`src/rtl/core/grd_pkg.sv`:
```
// Shared types, constants and helper functions for the gamepad report decoder.
// No dependencies; grd_front, grd_back and the top level in rtl/core import this package.
package grd_pkg;

	// Report ids and header lengths
	localparam logic [7:0] ID_FULL   = 8'h11;
	localparam logic [7:0] ID_BASIC  = 8'h01;
	localparam logic [6:0] HDR_FULL  = 7'd3;
	localparam logic [6:0] HDR_BASIC = 7'd1;

	// Byte position (zero based) that the last byte must reach
	localparam logic [6:0] MIN_POS_FULL  = 7'd44;
	localparam logic [6:0] MIN_POS_BASIC = 7'd42;
	localparam logic [6:0] MOTION_POS    = 7'd11;
	localparam logic [6:0] POS_MAX       = 7'd127;

	// Payload byte offsets
	localparam int PI_STICK = 0;
	localparam int PI_BTN0  = 4;
	localparam int PI_BTN1  = 5;
	localparam int PI_BTN2  = 6;
	localparam int PI_TRIG  = 7;
	localparam int PI_GYRO  = 12;
	localparam int PI_ACCEL = 18;
	localparam int PI_BATT  = 29;
	localparam int PI_TOUCH = 34;

	// Configuration
	localparam int         CFG_DATA_W       = 12;
	localparam logic       REG_SWIPE_CLAMP  = 1'b0;
	localparam logic       REG_CLICK_SPLIT  = 1'b1;
	localparam logic [10:0] SWIPE_CLAMP_RST = 11'd12;
	localparam logic [11:0] CLICK_SPLIT_RST = 12'd960;

	localparam int GRD_QUEUE_DEPTH = 2;

	// Raw report fields captured by the front end
	typedef struct packed {
		logic            kind;
		logic            motion;
		logic [3:0][7:0] stick;
		logic [7:0]      btn0;
		logic [7:0]      btn1;
		logic [7:0]      btn2;
		logic [1:0][7:0] trig;
		logic [5:0][7:0] gyro;
		logic [5:0][7:0] accel;
		logic [7:0]      batt;
		logic [7:0][7:0] touch;
	} rec_t;

	// Decoded result
	typedef struct packed {
		logic               report_kind;
		logic               motion_valid;
		logic [19:0]        button_bits;
		logic [31:0]        stick_axes;
		logic [15:0]        trigger_levels;
		logic [47:0]        gyro_axes;
		logic [47:0]        accel_axes;
		logic [6:0]         battery_percent;
		logic               charge_state;
		logic [24:0]        touch_first;
		logic [24:0]        touch_second;
		logic signed [11:0] swipe_delta;
	} result_t;

	// Map battery byte to {charging, percent}
	function automatic logic [7:0] battery_map(input logic cable, input logic [3:0] lvl);
		logic [6:0] pct;
		logic       chg;
		case (lvl)
			4'd0:    pct = 7'd5;
			4'd1:    pct = 7'd15;
			4'd2:    pct = 7'd25;
			4'd3:    pct = 7'd35;
			4'd4:    pct = 7'd45;
			4'd5:    pct = 7'd55;
			4'd6:    pct = 7'd65;
			4'd7:    pct = 7'd75;
			4'd8:    pct = 7'd85;
			4'd9:    pct = 7'd95;
			default: pct = 7'd100;
		endcase
		chg = 1'b0;
		if (cable) begin
			if (lvl <= 4'd10) begin
				chg = 1'b1;
			end else if (lvl >= 4'd12) begin
				pct = 7'd0;
			end
		end
		return {chg, pct};
	endfunction

	// Pack four touch bytes into {active, y, x}
	function automatic logic [24:0] touch_word(input logic [3:0][7:0] t);
		return {~t[0][7], t[3], t[2][7:4], t[2][3:0], t[1]};
	endfunction

endpackage

```
`src/rtl/core/grd_fifo.sv`:
```
// Small register queue used between the decoder stages.
// Depends on nothing but its parameters.
module grd_fifo #(
	parameter int Width = 8,
	parameter int Depth = 2
) (
	input  logic             clk,
	input  logic             arst_n,
	input  logic             push,
	input  logic [Width-1:0] wdata,
	output logic             full,
	input  logic             pop,
	output logic             empty,
	output logic [Width-1:0] rdata
);

	localparam int PtrW = (Depth > 1) ? $clog2(Depth) : 1;
	localparam int CntW = $clog2(Depth + 1);

	logic [Width-1:0] mem_q [Depth];
	logic [PtrW-1:0]  wr_ptr_q;
	logic [PtrW-1:0]  rd_ptr_q;
	logic [CntW-1:0]  count_q;
	logic             do_push;
	logic             do_pop;

	assign full    = (count_q == CntW'(Depth));
	assign empty   = (count_q == '0);
	assign do_push = push && !full;
	assign do_pop  = pop && !empty;
	assign rdata   = mem_q[rd_ptr_q];

	always_ff @(posedge clk) begin
		if (do_push) begin
			mem_q[wr_ptr_q] <= wdata;
		end
	end

	always_ff @(posedge clk or negedge arst_n) begin
		if (!arst_n) begin
			wr_ptr_q <= '0;
			rd_ptr_q <= '0;
			count_q  <= '0;
		end else begin
			if (do_push) begin
				wr_ptr_q <= (wr_ptr_q == PtrW'(Depth - 1)) ? '0 : wr_ptr_q + 1'b1;
			end
			if (do_pop) begin
				rd_ptr_q <= (rd_ptr_q == PtrW'(Depth - 1)) ? '0 : rd_ptr_q + 1'b1;
			end
			if (do_push && !do_pop) begin
				count_q <= count_q + 1'b1;
			end else if (do_pop && !do_push) begin
				count_q <= count_q - 1'b1;
			end
		end
	end

endmodule

```
`src/rtl/core/grd_front.sv`:
```
// Front end: counts report bytes, captures payload fields, classifies the report.
// Depends on grd_pkg.
module grd_front
	import grd_pkg::*;
(
	input  logic       clk,
	input  logic       arst_n,
	input  logic       accept,
	input  logic [7:0] data_byte,
	input  logic       last_byte,
	output logic       rec_push,
	output rec_t       rec
);

	logic [6:0] pos_q;
	logic [7:0] first_id_q;
	logic       motion_q;
	rec_t       fields_q;

	rec_t       fields_d;
	logic [7:0] id_now;
	logic [6:0] hdr;
	logic [6:0] pidx;
	logic [6:0] off;
	logic       is_full;
	logic       is_basic;
	logic       long_enough;
	logic       motion_d;

	always_comb begin
		id_now   = (pos_q == '0) ? data_byte : first_id_q;
		is_full  = (id_now == ID_FULL);
		is_basic = (id_now == ID_BASIC);
		hdr      = is_full ? HDR_FULL : HDR_BASIC;
		pidx     = pos_q - hdr;
		fields_d = fields_q;
		off      = '0;

		// Drop header bytes, steer payload bytes to their field
		if ((pos_q != '0) && (pos_q >= hdr)) begin
			if (pidx < 7'(PI_STICK + 4)) begin
				off = pidx - 7'(PI_STICK);
				fields_d.stick[off[1:0]] = data_byte;
			end else if (pidx == 7'(PI_BTN0)) begin
				fields_d.btn0 = data_byte;
			end else if (pidx == 7'(PI_BTN1)) begin
				fields_d.btn1 = data_byte;
			end else if (pidx == 7'(PI_BTN2)) begin
				fields_d.btn2 = data_byte;
			end else if (pidx >= 7'(PI_TRIG) && pidx < 7'(PI_TRIG + 2)) begin
				off = pidx - 7'(PI_TRIG);
				fields_d.trig[off[0]] = data_byte;
			end else if (pidx >= 7'(PI_GYRO) && pidx < 7'(PI_GYRO + 6)) begin
				off = pidx - 7'(PI_GYRO);
				fields_d.gyro[off[2:0]] = data_byte;
			end else if (pidx >= 7'(PI_ACCEL) && pidx < 7'(PI_ACCEL + 6)) begin
				off = pidx - 7'(PI_ACCEL);
				fields_d.accel[off[2:0]] = data_byte;
			end else if (pidx == 7'(PI_BATT)) begin
				fields_d.batt = data_byte;
			end else if (pidx >= 7'(PI_TOUCH) && pidx < 7'(PI_TOUCH + 8)) begin
				off = pidx - 7'(PI_TOUCH);
				fields_d.touch[off[2:0]] = data_byte;
			end
		end

		motion_d = motion_q | (last_byte && is_full && (pos_q >= MOTION_POS));
		long_enough = is_full ? (pos_q >= MIN_POS_FULL)
		                      : (is_basic && (pos_q >= MIN_POS_BASIC));

		fields_d.kind   = is_full;
		fields_d.motion = motion_d;
	end

	assign rec_push = accept && last_byte && long_enough;
	assign rec      = fields_d;

	always_ff @(posedge clk) begin
		if (accept) begin
			fields_q <= fields_d;
		end
	end

	always_ff @(posedge clk or negedge arst_n) begin
		if (!arst_n) begin
			pos_q      <= '0;
			first_id_q <= '0;
			motion_q   <= 1'b0;
		end else if (accept) begin
			if (pos_q == '0) begin
				first_id_q <= data_byte;
			end
			if (last_byte) begin
				pos_q    <= '0;
				motion_q <= motion_d;
			end else if (pos_q != POS_MAX) begin
				pos_q <= pos_q + 1'b1;
			end
		end
	end

endmodule

```
`src/rtl/core/grd_back.sv`:
```
// Back end: decodes a captured report into the result layout, tracks finger one.
// Depends on grd_pkg.
module grd_back
	import grd_pkg::*;
(
	input  logic        clk,
	input  logic        arst_n,
	input  logic        rec_valid,
	input  rec_t        rec,
	output logic        rec_pop,
	input  logic        res_full,
	output logic        res_push,
	output result_t     res,
	input  logic [10:0] swipe_clamp,
	input  logic [11:0] click_split_x
);

	logic [11:0] prev_x_q;
	logic        track_q;

	logic [3:0]         hat;
	logic [19:0]        btn;
	logic [7:0]         batt_code;
	logic [11:0]        tx;
	logic               f1_active;
	logic               pad;
	logic signed [12:0] diff;
	logic signed [12:0] lim;
	logic signed [12:0] delta;

	assign rec_pop  = rec_valid && !res_full;
	assign res_push = rec_pop;

	always_comb begin
		hat       = rec.btn0[3:0];
		pad       = rec.btn2[1];
		tx        = {rec.touch[2][3:0], rec.touch[1]};
		f1_active = ~rec.touch[0][7];

		btn     = '0;
		btn[0]  = (hat == 4'd0) || (hat == 4'd1) || (hat == 4'd7);
		btn[1]  = (hat >= 4'd3) && (hat <= 4'd5);
		btn[2]  = (hat >= 4'd5) && (hat <= 4'd7);
		btn[3]  = (hat >= 4'd1) && (hat <= 4'd3);
		btn[4]  = rec.btn0[5];
		btn[5]  = rec.btn0[6];
		btn[6]  = rec.btn0[4];
		btn[7]  = rec.btn0[7];
		btn[15:8] = rec.btn1;
		btn[16] = rec.btn2[0];
		btn[17] = pad;
		btn[18] = pad && f1_active && (tx < click_split_x);
		btn[19] = pad && f1_active && !(tx < click_split_x);

		batt_code = battery_map(rec.batt[4], rec.batt[3:0]);

		// Clamp the x movement to +-swipe_clamp
		diff  = $signed({1'b0, tx}) - $signed({1'b0, prev_x_q});
		lim   = $signed({2'b00, swipe_clamp});
		delta = '0;
		if (f1_active && track_q) begin
			if (diff > lim) begin
				delta = lim;
			end else if (diff < -lim) begin
				delta = -lim;
			end else begin
				delta = diff;
			end
		end

		res.report_kind      = rec.kind;
		res.motion_valid     = rec.motion;
		res.button_bits      = btn;
		res.stick_axes       = rec.stick;
		res.trigger_levels   = rec.trig;
		res.gyro_axes        = rec.motion ? rec.gyro : '0;
		res.accel_axes       = rec.motion ? rec.accel : '0;
		res.battery_percent  = batt_code[6:0];
		res.charge_state     = batt_code[7];
		res.touch_first      = touch_word(rec.touch[3:0]);
		res.touch_second     = touch_word(rec.touch[7:4]);
		res.swipe_delta      = delta[11:0];
	end

	always_ff @(posedge clk or negedge arst_n) begin
		if (!arst_n) begin
			prev_x_q <= '0;
			track_q  <= 1'b0;
		end else if (rec_pop) begin
			track_q <= f1_active;
			if (f1_active) begin
				prev_x_q <= tx;
			end
		end
	end

endmodule

```
`src/rtl/core/gamepad_report_decoder.sv`:
```
// Gamepad report decoder, top level: front end, report queue, back end, result queue.
// Depends on grd_pkg, grd_front, grd_fifo and grd_back.
// Throughput: one report byte per cycle while full is low; full is high only while the report queue is full.
// Path: the edge that accepts the last byte writes the report queue; with room in the result queue
// the back end decodes it combinationally and the next edge writes the result queue (empty low).
// Reset: clears byte count, id, motion flag, tracking, queues; config back to 12 / 960.
module gamepad_report_decoder
	import grd_pkg::*;
#(
	parameter int QueueDepth = GRD_QUEUE_DEPTH
) (
	input  logic                  clk,
	input  logic                  arst_n,

	// Byte request side
	input  logic                  push,
	output logic                  full,
	input  logic [7:0]            data_byte,
	input  logic                  last_byte,

	// Configuration writes
	input  logic                  cfg_we,
	input  logic                  cfg_index,
	input  logic [CFG_DATA_W-1:0] cfg_data,

	// Result request side
	output logic                  empty,
	input  logic                  pop,
	output logic                  report_kind,
	output logic                  motion_valid,
	output logic [19:0]           button_bits,
	output logic [31:0]           stick_axes,
	output logic [15:0]           trigger_levels,
	output logic [47:0]           gyro_axes,
	output logic [47:0]           accel_axes,
	output logic [6:0]            battery_percent,
	output logic                  charge_state,
	output logic [24:0]           touch_first,
	output logic [24:0]           touch_second,
	output logic signed [11:0]    swipe_delta
);

	logic [10:0] swipe_clamp_q;
	logic [11:0] click_split_q;

	logic        accept;
	logic        rec_push;
	rec_t        rec_in;
	rec_t        rec_out;
	logic        rec_full;
	logic        rec_empty;
	logic        rec_pop;
	logic        res_push;
	logic        res_full;
	result_t     res_in;
	result_t     res_out;

	// Hold off bytes while the report queue is full; a report only enters it on its
	// last byte, so this is conservative but keeps the front end simple.
	assign full   = rec_full;
	assign accept = push && !rec_full;

	// Configuration registers; the user must write them only while the decoder is idle, the block does not enforce it
	always_ff @(posedge clk or negedge arst_n) begin
		if (!arst_n) begin
			swipe_clamp_q <= SWIPE_CLAMP_RST;
			click_split_q <= CLICK_SPLIT_RST;
		end else if (cfg_we) begin
			case (cfg_index)
				REG_SWIPE_CLAMP: swipe_clamp_q <= cfg_data[10:0];
				REG_CLICK_SPLIT: click_split_q <= cfg_data[11:0];
				default:         ;
			endcase
		end
	end

	// Front end: byte counting, header skip, field capture, length and id check
	grd_front u_front (
		.clk       (clk),
		.arst_n    (arst_n),
		.accept    (accept),
		.data_byte (data_byte),
		.last_byte (last_byte),
		.rec_push  (rec_push),
		.rec       (rec_in)
	);

	// Queue of classified reports between front and back
	grd_fifo #(
		.Width ($bits(rec_t)),
		.Depth (QueueDepth)
	) u_rec_q (
		.clk    (clk),
		.arst_n (arst_n),
		.push   (rec_push),
		.wdata  (rec_in),
		.full   (rec_full),
		.pop    (rec_pop),
		.empty  (rec_empty),
		.rdata  (rec_out)
	);

	// Back end: button, battery, touch and swipe decoding
	grd_back u_back (
		.clk           (clk),
		.arst_n        (arst_n),
		.rec_valid     (!rec_empty),
		.rec           (rec_out),
		.rec_pop       (rec_pop),
		.res_full      (res_full),
		.res_push      (res_push),
		.res           (res_in),
		.swipe_clamp   (swipe_clamp_q),
		.click_split_x (click_split_q)
	);

	// Result queue; decouples the consumer from the decoder
	grd_fifo #(
		.Width ($bits(result_t)),
		.Depth (QueueDepth)
	) u_res_q (
		.clk    (clk),
		.arst_n (arst_n),
		.push   (res_push),
		.wdata  (res_in),
		.full   (res_full),
		.pop    (pop),
		.empty  (empty),
		.rdata  (res_out)
	);

	assign report_kind      = res_out.report_kind;
	assign motion_valid     = res_out.motion_valid;
	assign button_bits      = res_out.button_bits;
	assign stick_axes       = res_out.stick_axes;
	assign trigger_levels   = res_out.trigger_levels;
	assign gyro_axes        = res_out.gyro_axes;
	assign accel_axes       = res_out.accel_axes;
	assign battery_percent  = res_out.battery_percent;
	assign charge_state     = res_out.charge_state;
	assign touch_first      = res_out.touch_first;
	assign touch_second     = res_out.touch_second;
	assign swipe_delta      = res_out.swipe_delta;

endmodule

```
`config.mk`:
```
export PLATFORM = sky130hd
export DESIGN_NAME = gamepad_report_decoder
export DESIGN_NICKNAME = d
export VERILOG_FILES = /design/src/rtl/core/grd_pkg.sv /design/src/rtl/core/grd_fifo.sv /design/src/rtl/core/grd_front.sv /design/src/rtl/core/grd_back.sv /design/src/rtl/core/gamepad_report_decoder.sv
export SDC_FILE = /design/constraint.sdc
export NUM_CORES = 1
export LEC_CHECK = 0
export ABC_AREA = 0
export BUFFER_PORTS_ARGS = -buffer_cell sky130_fd_sc_hd__buf_2
export CAP_MARGIN = 15
export CORE_AREA = 2 2 440 442
export CTS_CLUSTER_SIZE = 40
export DETAILED_ROUTE_END_ITERATION = 6
export DIE_AREA = 0 0 442 444
export GPL_ROUTABILITY_DRIVEN = 0
export PLACE_DENSITY = 0.35
export SLEW_MARGIN = 20
export SYNTH_ARGS = -nofsm -noshare
export SYNTH_HDL_FRONTEND = slang
export SYNTH_SLANG_ARGS = --single-unit
```
`constraint.sdc`:
```
create_clock -name clk -period 17.2 [get_ports clk]
set_clock_uncertainty 0.15 [all_clocks]
set_input_delay 1.72 -clock clk [delete_from_list [all_inputs] [get_ports clk]]
set_output_delay 1.72 -clock clk [all_outputs]
set_load 0.05 [all_outputs]
```
[Word level (Yosys, flattened, before mapping)]
Memory sizes are Yosys's and may differ from the RTL's.
Cells that the tools add are included.
Storage, ports and cells
  bits in registers: 300
  RAM bits: 956
  bits in read-only memories: 112
  bits of input ports: 27
  output and inout bits: 238
  word-level logic and storage cells: 227
  memories kept: 3
Cells by class
  add/sub/neg operators: 16
  magnitude comparators: 34
  equality and inequality tests: 11
  mux-type cells: 60
  bitwise logic cells: 4
  reduce and logical (&&, ||, !) cells: 56
Memories
  u_rec_q.mem_q: words 2, width 242, read ports 1, clocked after memory_dff 0, write ports 1, line grd_fifo.sv:20  | logic [Width-1:0] mem_q [Depth];
  u_res_q.mem_q: words 2, width 236, read ports 1, clocked after memory_dff 0, write ports 1, line grd_fifo.sv:20
  (no name shown): words 16, width 7, read ports 1, clocked after memory_dff 0, write ports 0, line grd_pkg.sv:72  | case (lvl)
Operators by type and width (count)
  240-bit two-way mux: 1
  208-bit two-way mux: 1
  200-bit two-way mux: 1
  192-bit two-way mux: 1
  48-bit two-way mux: 4
  184-bit two-way mux: 1
  168-bit two-way mux: 1
  64-bit two-way mux: 2
  120-bit two-way mux: 1
  48-bit bitwise mux: 2
  8-bit two-way mux: 10
  8-bit demux with 3-bit select: 3
  72-bit two-way mux: 1
  64-bit bitwise mux: 1
  12-bit two-way mux: 3
  7-bit two-way mux: 5
  32-bit bitwise mux: 1
  1-bit logical AND: 32
  32-bit two-way mux: 1
  7-bit by 3-bit == test with 1-bit output (second input constant): 3
  7-bit by 6-bit greater-or-equal comparator with 1-bit output (second input constant): 3
  16-bit bitwise mux: 1
  8-bit demux with 2-bit select: 1
  16-bit two-way mux: 1
  54 further kinds: 100

[Longest topological paths before layout]
Gate-level depths: netlist (run 1).
  depth after elaboration: 21
  gate-level depth with buffers: 20
  gate-level depth less buffers: 17

[Hierarchy]
From an unflattened synthesis (run 1), not the netlist that was laid out.
Second synthesis, totals
  cell total of the unflattened synthesis: 2867
  area total of the unflattened synthesis: 52965.8 µm²
By module, submodules not included
  grd_fifo (u_rec_q): instances 1, cells each 772, area each 18353.9 µm², seq. area each 14634.0 µm²
  grd_fifo (u_res_q): instances 1, cells each 753, area each 17367.9 µm², seq. area each 14273.7 µm²
  grd_front: instances 1, cells each 699, area each 12000.3 µm², seq. area each 7607.3 µm²
  grd_back: instances 1, cells each 591, area each 4309.1 µm², seq. area each 325.3 µm²
  gamepad_report_decoder: instances 1, cells each 52, area each 934.6 µm², seq. area each 583.1 µm²

[Worst setup path before layout (run 1)]
No wires, ideal clock.
  kind: input -> register
  from: input port data_byte[2]
  to: memory u_rec_q.mem_q[0][100] (netlist name), enable pin
  setup time: 828 ps
  data arrival time: 12641 ps
  required time: 16222 ps
  setup slack: 3580 ps
  cell stages on the path: 6
  path buffers: 0
  path through: or4b_2 > nor4_1 > mux2_2 > nand2_1 > a21oi_1 > nor2b_1
On the way
  word-level cells in the longest chain between the ends: 8
  elaborated cells between the ends (all ways): 9
  those cells by class: 2 x eq/ne; 4 x mux; 3 x reduce/logical
RTL lines
  start, declared: line gamepad_report_decoder.sv:18  | input logic [7:0] data_byte,
  8-bit two-way mux (*)
  8-bit by 1-bit == test with 1-bit output: line grd_front.sv:33  | is_basic = (id_now == ID_BASIC);
  1-bit logical AND: line grd_front.sv:69  | : (is_basic && (pos_q >= MIN_POS_BASIC));
  1-bit two-way mux (*): line grd_front.sv:68  | long_enough = is_full ? (pos_q >= MIN_POS_FULL)
  1-bit logical AND (*): line grd_front.sv:75  | assign rec_push = accept && last_byte && long_enough;
  1-bit logical AND (*): line grd_fifo.sv:29  | assign do_push = push && !full;
  net u_rec_q.do_push: line grd_fifo.sv:24  | logic do_push;
  1-bit two-way mux (*): line grd_fifo.sv:34  | if (do_push) begin
  1-bit two-way mux (implied by the code) (*): line grd_fifo.sv:35  | mem_q[wr_ptr_q] <= wdata;
  end, declared: line grd_fifo.sv:20
Mark *: on every way through the listed nets, which the timed path passes. The rest lies on a longest branch.

==> results of run 1 <==
-- sequential cells by signal (all words and copies together) (netlist names) --
name                cells
click_split_q          12
swipe_clamp_q          11
u_back.prev_x_q        12
u_back.track_q          1
u_front.fields_q      217
u_front.first_id_q      8
u_front.motion_q        1
u_front.pos_q           7
u_rec_q.count_q         2
u_rec_q.mem_q         438
u_rec_q.rd_ptr_q        1
u_rec_q.wr_ptr_q        1
u_res_q.count_q         2
u_res_q.mem_q         472
u_res_q.rd_ptr_q        1
u_res_q.wr_ptr_q        1
-- area by class of cell --
| class | count | area, um^2 | area share [%] |
|---|---|---|---|
| Multi-Input combinational cell | 1299 | 11600 | 20.5 |
| Antenna cell | 2 | 5.00 | 0.00883 |
| Sequential cell | 1187 | 35400 | 62.4 |
| Clock buffer | 196 | 4000 | 7.05 |
| Tap cell | 2526 | 3160 | 5.58 |
| Timing Repair Buffer | 298 | 1660 | 2.93 |
| Clock inverter | 65 | 639 | 1.13 |
| Inverter | 56 | 218 | 0.384 |
-- metrics by stage --
step	hold slack, ns	utilization (%)	std cells
floorplan	0.280	-	2659
global placement	0.295	27.1	5363
detailed placement	0.299	27.1	5364
CTS	0.318	29.6	5625
global route	0.336	29.6	5628
finish	0.320	29.6	5629
-- final timing paths --
path / slack, ns / cells past startpoint / end / start
setup / recovery: 10.82 / 16 / u_res_q.mem_q[1][5] / u_rec_q.rd_ptr_q
hold / removal: 0.32 / 1 / u_front.motion_q / u_front.motion_q
setup reg to reg: 10.82 / 16 / u_res_q.mem_q[1][5] / u_rec_q.rd_ptr_q
hold reg to reg: 0.32 / 1 / u_front.motion_q / u_front.motion_q
max in group asynchronous: 15.14 / 2 / u_rec_q.rd_ptr_q / arst_n
min in group asynchronous: 0.62 / 1 / swipe_clamp_q[1] / arst_n
-- critical path: cells and delay by family (launching register included) --
family / cells / cell delay (ns)
AOI/OAI and AO/OA: 7 / 2.01
buffers and inverters: 2 / 0.99
and+or+nand+nor: 4 / 0.91
adders and majority gates: 2 / 0.78
muxes: 1 / 0.56
DFF: 1 / 0.43
-- synthesized netlist by cell type (14+ instances only) --
cell,number,share of area (%)
sky130_fd_sc_hd__clkbuf_1,91,0.72
sky130_fd_sc_hd__inv_1,55,0.43
sky130_fd_sc_hd__xnor2_1,22,0.40
sky130_fd_sc_hd__mux2i_1,107,2.2
sky130_fd_sc_hd__ha_1,62,1.6
sky130_fd_sc_hd__nor2_1,151,1.2
sky130_fd_sc_hd__o21ai_0,45,0.47
sky130_fd_sc_hd__dfrtp_1,54,2.8
sky130_fd_sc_hd__mux2_2,571,14
sky130_fd_sc_hd__nand3_1,25,0.26
sky130_fd_sc_hd__edfxtp_1,1127,71
sky130_fd_sc_hd__nor3_1,14,0.15
sky130_fd_sc_hd__a21oi_1,39,0.41
sky130_fd_sc_hd__nand2_1,69,0.54
sky130_fd_sc_hd__buf_1,16,0.13
-- layer usage --
metal  vias to the layer above  track usage (%)
met1                     12600             15.2
met3                       184             2.45
li1                      11000                -
met4                         2             3.43
met5                         -                0
met2                       501             23.2
-- cell usage in the layout, fill, tap and decap left out, types with 9 or more instances in the layout --
cell type,netlist,layout
sky130_fd_sc_hd__buf_2,7,257
sky130_fd_sc_hd__nor3_1,14,14
sky130_fd_sc_hd__buf_4,0,36
sky130_fd_sc_hd__clkbuf_16,0,150
sky130_fd_sc_hd__o31ai_1,10,10
sky130_fd_sc_hd__o21ai_0,45,45
sky130_fd_sc_hd__inv_1,55,54
sky130_fd_sc_hd__nor2_1,151,150
sky130_fd_sc_hd__mux2_2,571,571
sky130_fd_sc_hd__nand2_1,69,69
sky130_fd_sc_hd__a21o_1,11,11
sky130_fd_sc_hd__o21a_1,11,11
sky130_fd_sc_hd__a21oi_1,39,39
sky130_fd_sc_hd__mux2i_1,107,105
sky130_fd_sc_hd__xor2_1,12,12
sky130_fd_sc_hd__clkinv_2,0,14
sky130_fd_sc_hd__bufinv_16,0,9
sky130_fd_sc_hd__nand3_1,25,25
sky130_fd_sc_hd__xnor2_1,22,22
sky130_fd_sc_hd__clkinv_1,1,27
sky130_fd_sc_hd__ha_1,62,62
sky130_fd_sc_hd__dfrtp_1,54,52
sky130_fd_sc_hd__and3_1,10,10
sky130_fd_sc_hd__edfxtp_1,1127,1127
sky130_fd_sc_hd__clkbuf_1,91,39
-- kinds of logic (layout without fill, tap and decap cells) --
group | count (synthesis) | in the layout | synth area share [%]
other cells | 0 | 2 | 0
buf+inv | 173 | 615 | 1.43
flops | 1187 | 1187 | 74.3
mux | 694 | 694 | 16.2
simple gates | 325 | 325 | 3.22
compound gates | 181 | 181 | 2.53
fa+ha+maj | 64 | 64 | 1.71
xor+xnor | 35 | 35 | 0.660
==> reports/summary.log, run 1 <==
[placement] I/O Buffers 264
[cells_and_area] area grow syn2layout 19.0%
[logic_synthesis] mean post-synth cell area 17.9 um^2
[clocking] quantity of hold-fixing buffers added after cts 0
[route] DR vias 24,200
[worst_setup_path] crit-path max cell delay 0.56 ns
[cells_and_area] post-route design area 56,700 um^2
[route] number of routed nets with antenna violations 0
[cells_and_area] Nets 3,079
[worst_setup_path] Setup Crit Path Kind reg2reg
[worst_setup_path] Req. time, crit path 17.57 ns
[timing] minimum clock period after layout 6.38 ns
[floorplanning] Die Span Y 444 um
[logic_synthesis] library cells used by synthesis 82
[floorplanning] starting density of the core 24.9%
[timing] setup repair after global routing missed its margin false
[clocking] Clock Latency Late Sink 0.78 ns
[route] routed wire length on met3 4640 um
[timing] Setup TNS Final 0 ns
[clocking] clock buffer depth 3
[route] post-route met1 wirelength 53,100 um
[timing] hold violation total from the final report 0
[logic_synthesis] combined area of all synthesized cells 47,600 um^2
[logic_synthesis] post-synth net total 2,750
[grt] maximum number of pins on one net before global-route repair 131
[cells_and_area] fraction of layout instances using a drive strength above 1 35.6%
[worst_setup_path] kind of launch point of the worst setup path flop
[logic_synthesis] share of synthesized registers carrying an async set or reset 5.05%
[grt] total gr overflow 0
[worst_setup_path] cell with the largest stage delay on the worst path sky130_fd_sc_hd__mux2_2
[logic_synthesis] number of flops mapped to enable cells by yosys 1,127
[timing] Worst Tran Pin Value 1.15 ns
[worst_setup_path] Crit Path Max Fanout 130
[route] Iteration-0 DRC Markers 1,395
[grt] number of global-route vias before repair 25,600
[logic_synthesis] most common flop cell mapped by yosys sky130_fd_sc_hd__edfxtp_1
[floorplanning] width of the die 442 um
[floorplanning] area of the core 192,000 um^2
[logic_synthesis] count of synthesis-stage warnings from yosys 0
[logic_synthesis] share of synthesized area occupied by flip-flops and latches 74.3%
[placement] dpl cell area 52,000 um^2
[timing] maximum achievable frequency 157 MHz
[timing] final setup fails 0
[clocking] CTS HTree Levels 4
[route] per-cell routed wire length 22.5 um
[route] top routing layer in use met5
[route] Met2 Routed Length 66,400 um
[route] aggregate routed wire length 127,000 um
[clocking] post-CTS clock slew at the launch and capture registers of the worst setup and hold paths 0.06 ns
[logic_synthesis] count of state elements after synthesis 1,187
[timing] worst slew margin relative to its limit 23.3%
[floorplanning] Row Count 161
[clocking] number of buffers inserted by post-CTS setup repair 0
[cells_and_area] layout filler cell count 18,900
[floorplanning] ports placed on the boundary 265
[outcome] outcome finished, final reports clean
[route] DR DRC count 0
[clocking] library cell used as clock root buffer sky130_fd_sc_hd__clkbuf_16
[worst_setup_path] nature of the critical path endpoint flop
[worst_setup_path] Worst EP arrival 6.74 ns
[grt] global-route wire length before repair 183,000 um
[clocking] cts repair resizes 0
[clocking] Inserted Clock Buffers 146
[placement] HPWL reported at the end of detailed placement 76,900 um
[floorplanning] overall die area 196,000 um^2
[logic_synthesis] number of instances in the synthesized netlist 2,659
[route] drt via density 4.30
[timing] share of the clock period used by the worst path after layout 37.1%
[timing] Setup WS post-layout 10.82 ns
[route] router iterations before antenna repair 5
[flow_run] Max-Cap Viols 0
[worst_hold_path] kind of path behind the tightest hold check reg2reg
[worst_setup_path] cells along the critical path buf_12 -> mux2_2 -> ha_1 -> a211oi_1 -> nor2_1 -> o31ai_1 -> o21ai_0 -> a21o_1 -> clkinv_1 -> ha_1 -> nor2_1 -> nand3_1 -> a21o_1 -> nand2_1 -> a32oi_1 -> o31ai_1
[grt] global-route total usage across every layer 12.7%
[clocking] number of sinks driven by the clock tree 1,187
[clocking] clock tree from TritonCTS done
[placement] pre-CTS setup slack 10.02 ns
[grt] antenna violations before repair 9
[timing] max-slew violations 0
Power of run 1 is not shown: default switching activity piles up to over one toggle a cycle in this logic, so the estimate is an artifact.
==> run 2, diff against run 1 <==
==> constraint.sdc (replaced) <==
create_clock -name clk -period 6.6 [get_ports clk]
set_clock_uncertainty 0.15 [all_clocks]
set_input_delay 0.66 -clock clk [delete_from_list [all_inputs] [get_ports clk]]
set_output_delay 0.66 -clock clk [all_outputs]
set_load 0.05 [all_outputs]
==> reports/summary.log, run 2 (same netlist as run 1, synthesis figures left out) <==
[route] number of routed nets with antenna violations 0
[clocking] Clock Latency Late Sink 0.77 ns
[worst_hold_path] kind of path behind the tightest hold check in2reg
[worst_setup_path] Req. time, crit path 6.97 ns
[clocking] clock buffer depth 3
[route] DR vias 24,100
[clocking] Inserted Clock Buffers 144
[grt] maximum number of pins on one net before global-route repair 127
[timing] maximum achievable frequency 178 MHz
[worst_setup_path] nature of the critical path endpoint flop
[route] per-cell routed wire length 22.3 um
[placement] I/O Buffers 264
[clocking] clock tree from TritonCTS done
[cells_and_area] fraction of layout instances using a drive strength above 1 35.5%
[cells_and_area] most frequent standard cell in the layout excluding fill and tap cells sky130_fd_sc_hd__edfxtp_1
[cells_and_area] top library cells by usage in the layout, fill and taps aside sky130_fd_sc_hd__edfxtp_1 (1,127), sky130_fd_sc_hd__mux2_2 (571), sky130_fd_sc_hd__buf_2 (257)
[worst_setup_path] Setup Crit Path Kind reg2reg
[worst_setup_path] Worst EP arrival 5.99 ns
[clocking] number of sinks driven by the clock tree 1,187
[outcome] outcome finished, final reports clean
[floorplanning] width of the die 442 um
[cells_and_area] largest registers u_res_q.mem_q x472, u_rec_q.mem_q x438, u_front.fields_q x217
[clocking] post-CTS clock slew at the launch and capture registers of the worst setup and hold paths 0.06 ns
[timing] final setup fails 0
[worst_setup_path] end of the worst register-to-register path u_res_q.mem_q[0][5]
[flow_run] Max-Cap Viols 0
[cells_and_area] Nets 3,100
[worst_setup_path] Reg2Reg Depth 16
[floorplanning] overall die area 196,000 um^2
[clocking] library cell used as clock root buffer sky130_fd_sc_hd__clkbuf_16
[clocking] CTS HTree Levels 4
[worst_hold_path] worst hold endpoint u_front.pos_q[0]
[power_and_ir_drop] net switching power of the design 12,700 uW
[timing] minimum clock period after layout 5.63 ns
[power_and_ir_drop] relative contribution of sequential cells to total power 36.8%
[placement] HPWL reported at the end of detailed placement 76,100 um
[worst_setup_path] cells along the critical path buf_4 -> mux2_2 -> ha_1 -> o21ai_0 -> a21oi_1 -> o31ai_1 -> o21ai_0 -> a21o_1 -> clkinv_1 -> ha_1 -> o31ai_1 -> o21ai_0 -> buf_4 -> nand2_1 -> a32oi_1 -> o31ai_1
[timing] Worst Tran Pin Value 1.23 ns
[route] DR DRC count 0
[route] drt via density 4.27
[route] aggregate routed wire length 126,000 um
[grt] antenna violations before repair 7
[timing] share of the clock period used by the worst path after layout 85.3%
[worst_setup_path] kind of launch point of the worst setup path flop
[floorplanning] starting density of the core 24.9%
[cells_and_area] area grow syn2layout 19.2%
[worst_setup_path] crit-path max cell delay 0.63 ns
[floorplanning] area of the core 192,000 um^2
[clocking] number of buffers inserted by post-CTS setup repair 0
[grt] number of global-route vias before repair 25,600
[cells_and_area] largest reg by FF count u_res_q.mem_q
[floorplanning] Die Span Y 444 um
[timing] setup repair after global routing missed its margin false
[timing] hold violation total from the final report 0
[grt] global-route wire length before repair 182,000 um
[timing] Setup WS post-layout 0.972 ns
[floorplanning] Row Count 161
[worst_setup_path] R2R Path Start u_rec_q.rd_ptr_q
[placement] pre-CTS setup slack 0.268 ns
[worst_setup_path] cell with the largest stage delay on the worst path sky130_fd_sc_hd__dfrtp_4
[power_and_ir_drop] switching power share of the total 39.9%
[cells_and_area] layout filler cell count 18,900
[worst_setup_path] Crit Path Max Fanout 19
[cells_and_area] number of flip-flops in the largest register 472
[worst_setup_path] r2r setup slk 0.97 ns
[power_and_ir_drop] Leak 0.0196 uW
[grt] total gr overflow 0
[power_and_ir_drop] clock share of power 23.5%
[timing] Setup TNS Final 0 ns
[power_and_ir_drop] Internal 19,100 uW
[power_and_ir_drop] peak supply drop 0.542 mV
[worst_hold_path] cell depth of the worst hold path 4
[grt] global-route total usage across every layer 12.7%
[floorplanning] ports placed on the boundary 265
[power_and_ir_drop] Comb power frac 39.7%
[timing] worst slew margin relative to its limit 17.8%
[timing] max-slew violations 0
[power_and_ir_drop] power density over the cells 559 nW/um^2
[worst_hold_path] worst hold start last_byte
[route] Iteration-0 DRC Markers 1,667
[route] router iterations before antenna repair 7
## run 2: layout make-up
type / count / area (um^2) / area share (%)
Tap cell: 2526 / 3160 / 5.57
Inverter: 56 / 218 / 0.384
Antenna cell: 3 / 7.51 / 0.0132
Clock inverter: 75 / 571 / 1.01
Multi-Input combinational cell: 1299 / 11600 / 20.5
Timing Repair Buffer: 321 / 1920 / 3.39
Clock buffer: 189 / 3890 / 6.85
Sequential cell: 1187 / 35400 / 62.3
## run 2: metal layers
metal,GRT usage [%],share of wire (%),vias up
met4,3.39,1.9,0
li1,-,-,11000
met2,23.2,52,469
met3,2.22,3.3,168
met1,15.3,42,12500
met5,0,0,-
## run 2: worst max path at each step
stage,start,end,slack [ns],cells past startpoint
global route,u_front.pos_q[2],u_front.fields_q[93],0.65,14
floorplan,u_front.pos_q[0],u_rec_q.mem_q[0][100],0.67,9
detailed placement,data_byte[2],u_rec_q.mem_q[0][89],0.27,14
global placement,data_byte[2],u_rec_q.mem_q[0][89],0.35,14
CTS,u_front.pos_q[2],u_front.fields_q[89],1.04,14
finish,u_rec_q.rd_ptr_q,u_res_q.mem_q[0][5],0.97,16
## run 2: worst max-delay path, delay by kind of cell, from the launching register on
family | cells | cell delay (ns)
adder cells (fa/ha/maj) | 2 | 0.70
flip-flops | 1 | 0.63
multiplexers | 1 | 0.45
AO/OA/AOI/OAI | 9 | 2.22
AND/OR/NAND/NOR | 1 | 0.27
buffers and inverters | 3 | 0.97
## run 2: power groups by stage
stage / logic (uW) / clock network [uW] / registers, uW
floorplan: 9160 / 0 / 11800
global placement: 12800 / 0 / 11800
detailed placement: 13000 / 0 / 11800
CTS: 13000 / 7760 / 11700
global route: 13500 / 8020 / 11900
finish: 12600 / 7450 / 11700
## run 2: repair_timing
item | 4_1_cts | 5_1_grt
hold endpoints to repair | 77 | 0
hold buffers | 13 | 0
gates resized for setup | 0 | 0
## run 2: per-stage QoR
stage	instances	instance area, um^2	power (uW)	hold WS [ns]	utilization [%]
2_1_floorplan	2659	47600	21000	0.214	-
3_3_place_gp	5376	52200	24600	0.293	27.2
3_5_place_dp	5376	52200	24800	0.296	27.2
4_1_cts	5653	56700	32500	0.0340	29.6
5_1_grt	5654	56700	33400	0.106	29.6
6_report	5656	56700	31700	0.130	29.6
(Power assumes the default switching activity.)
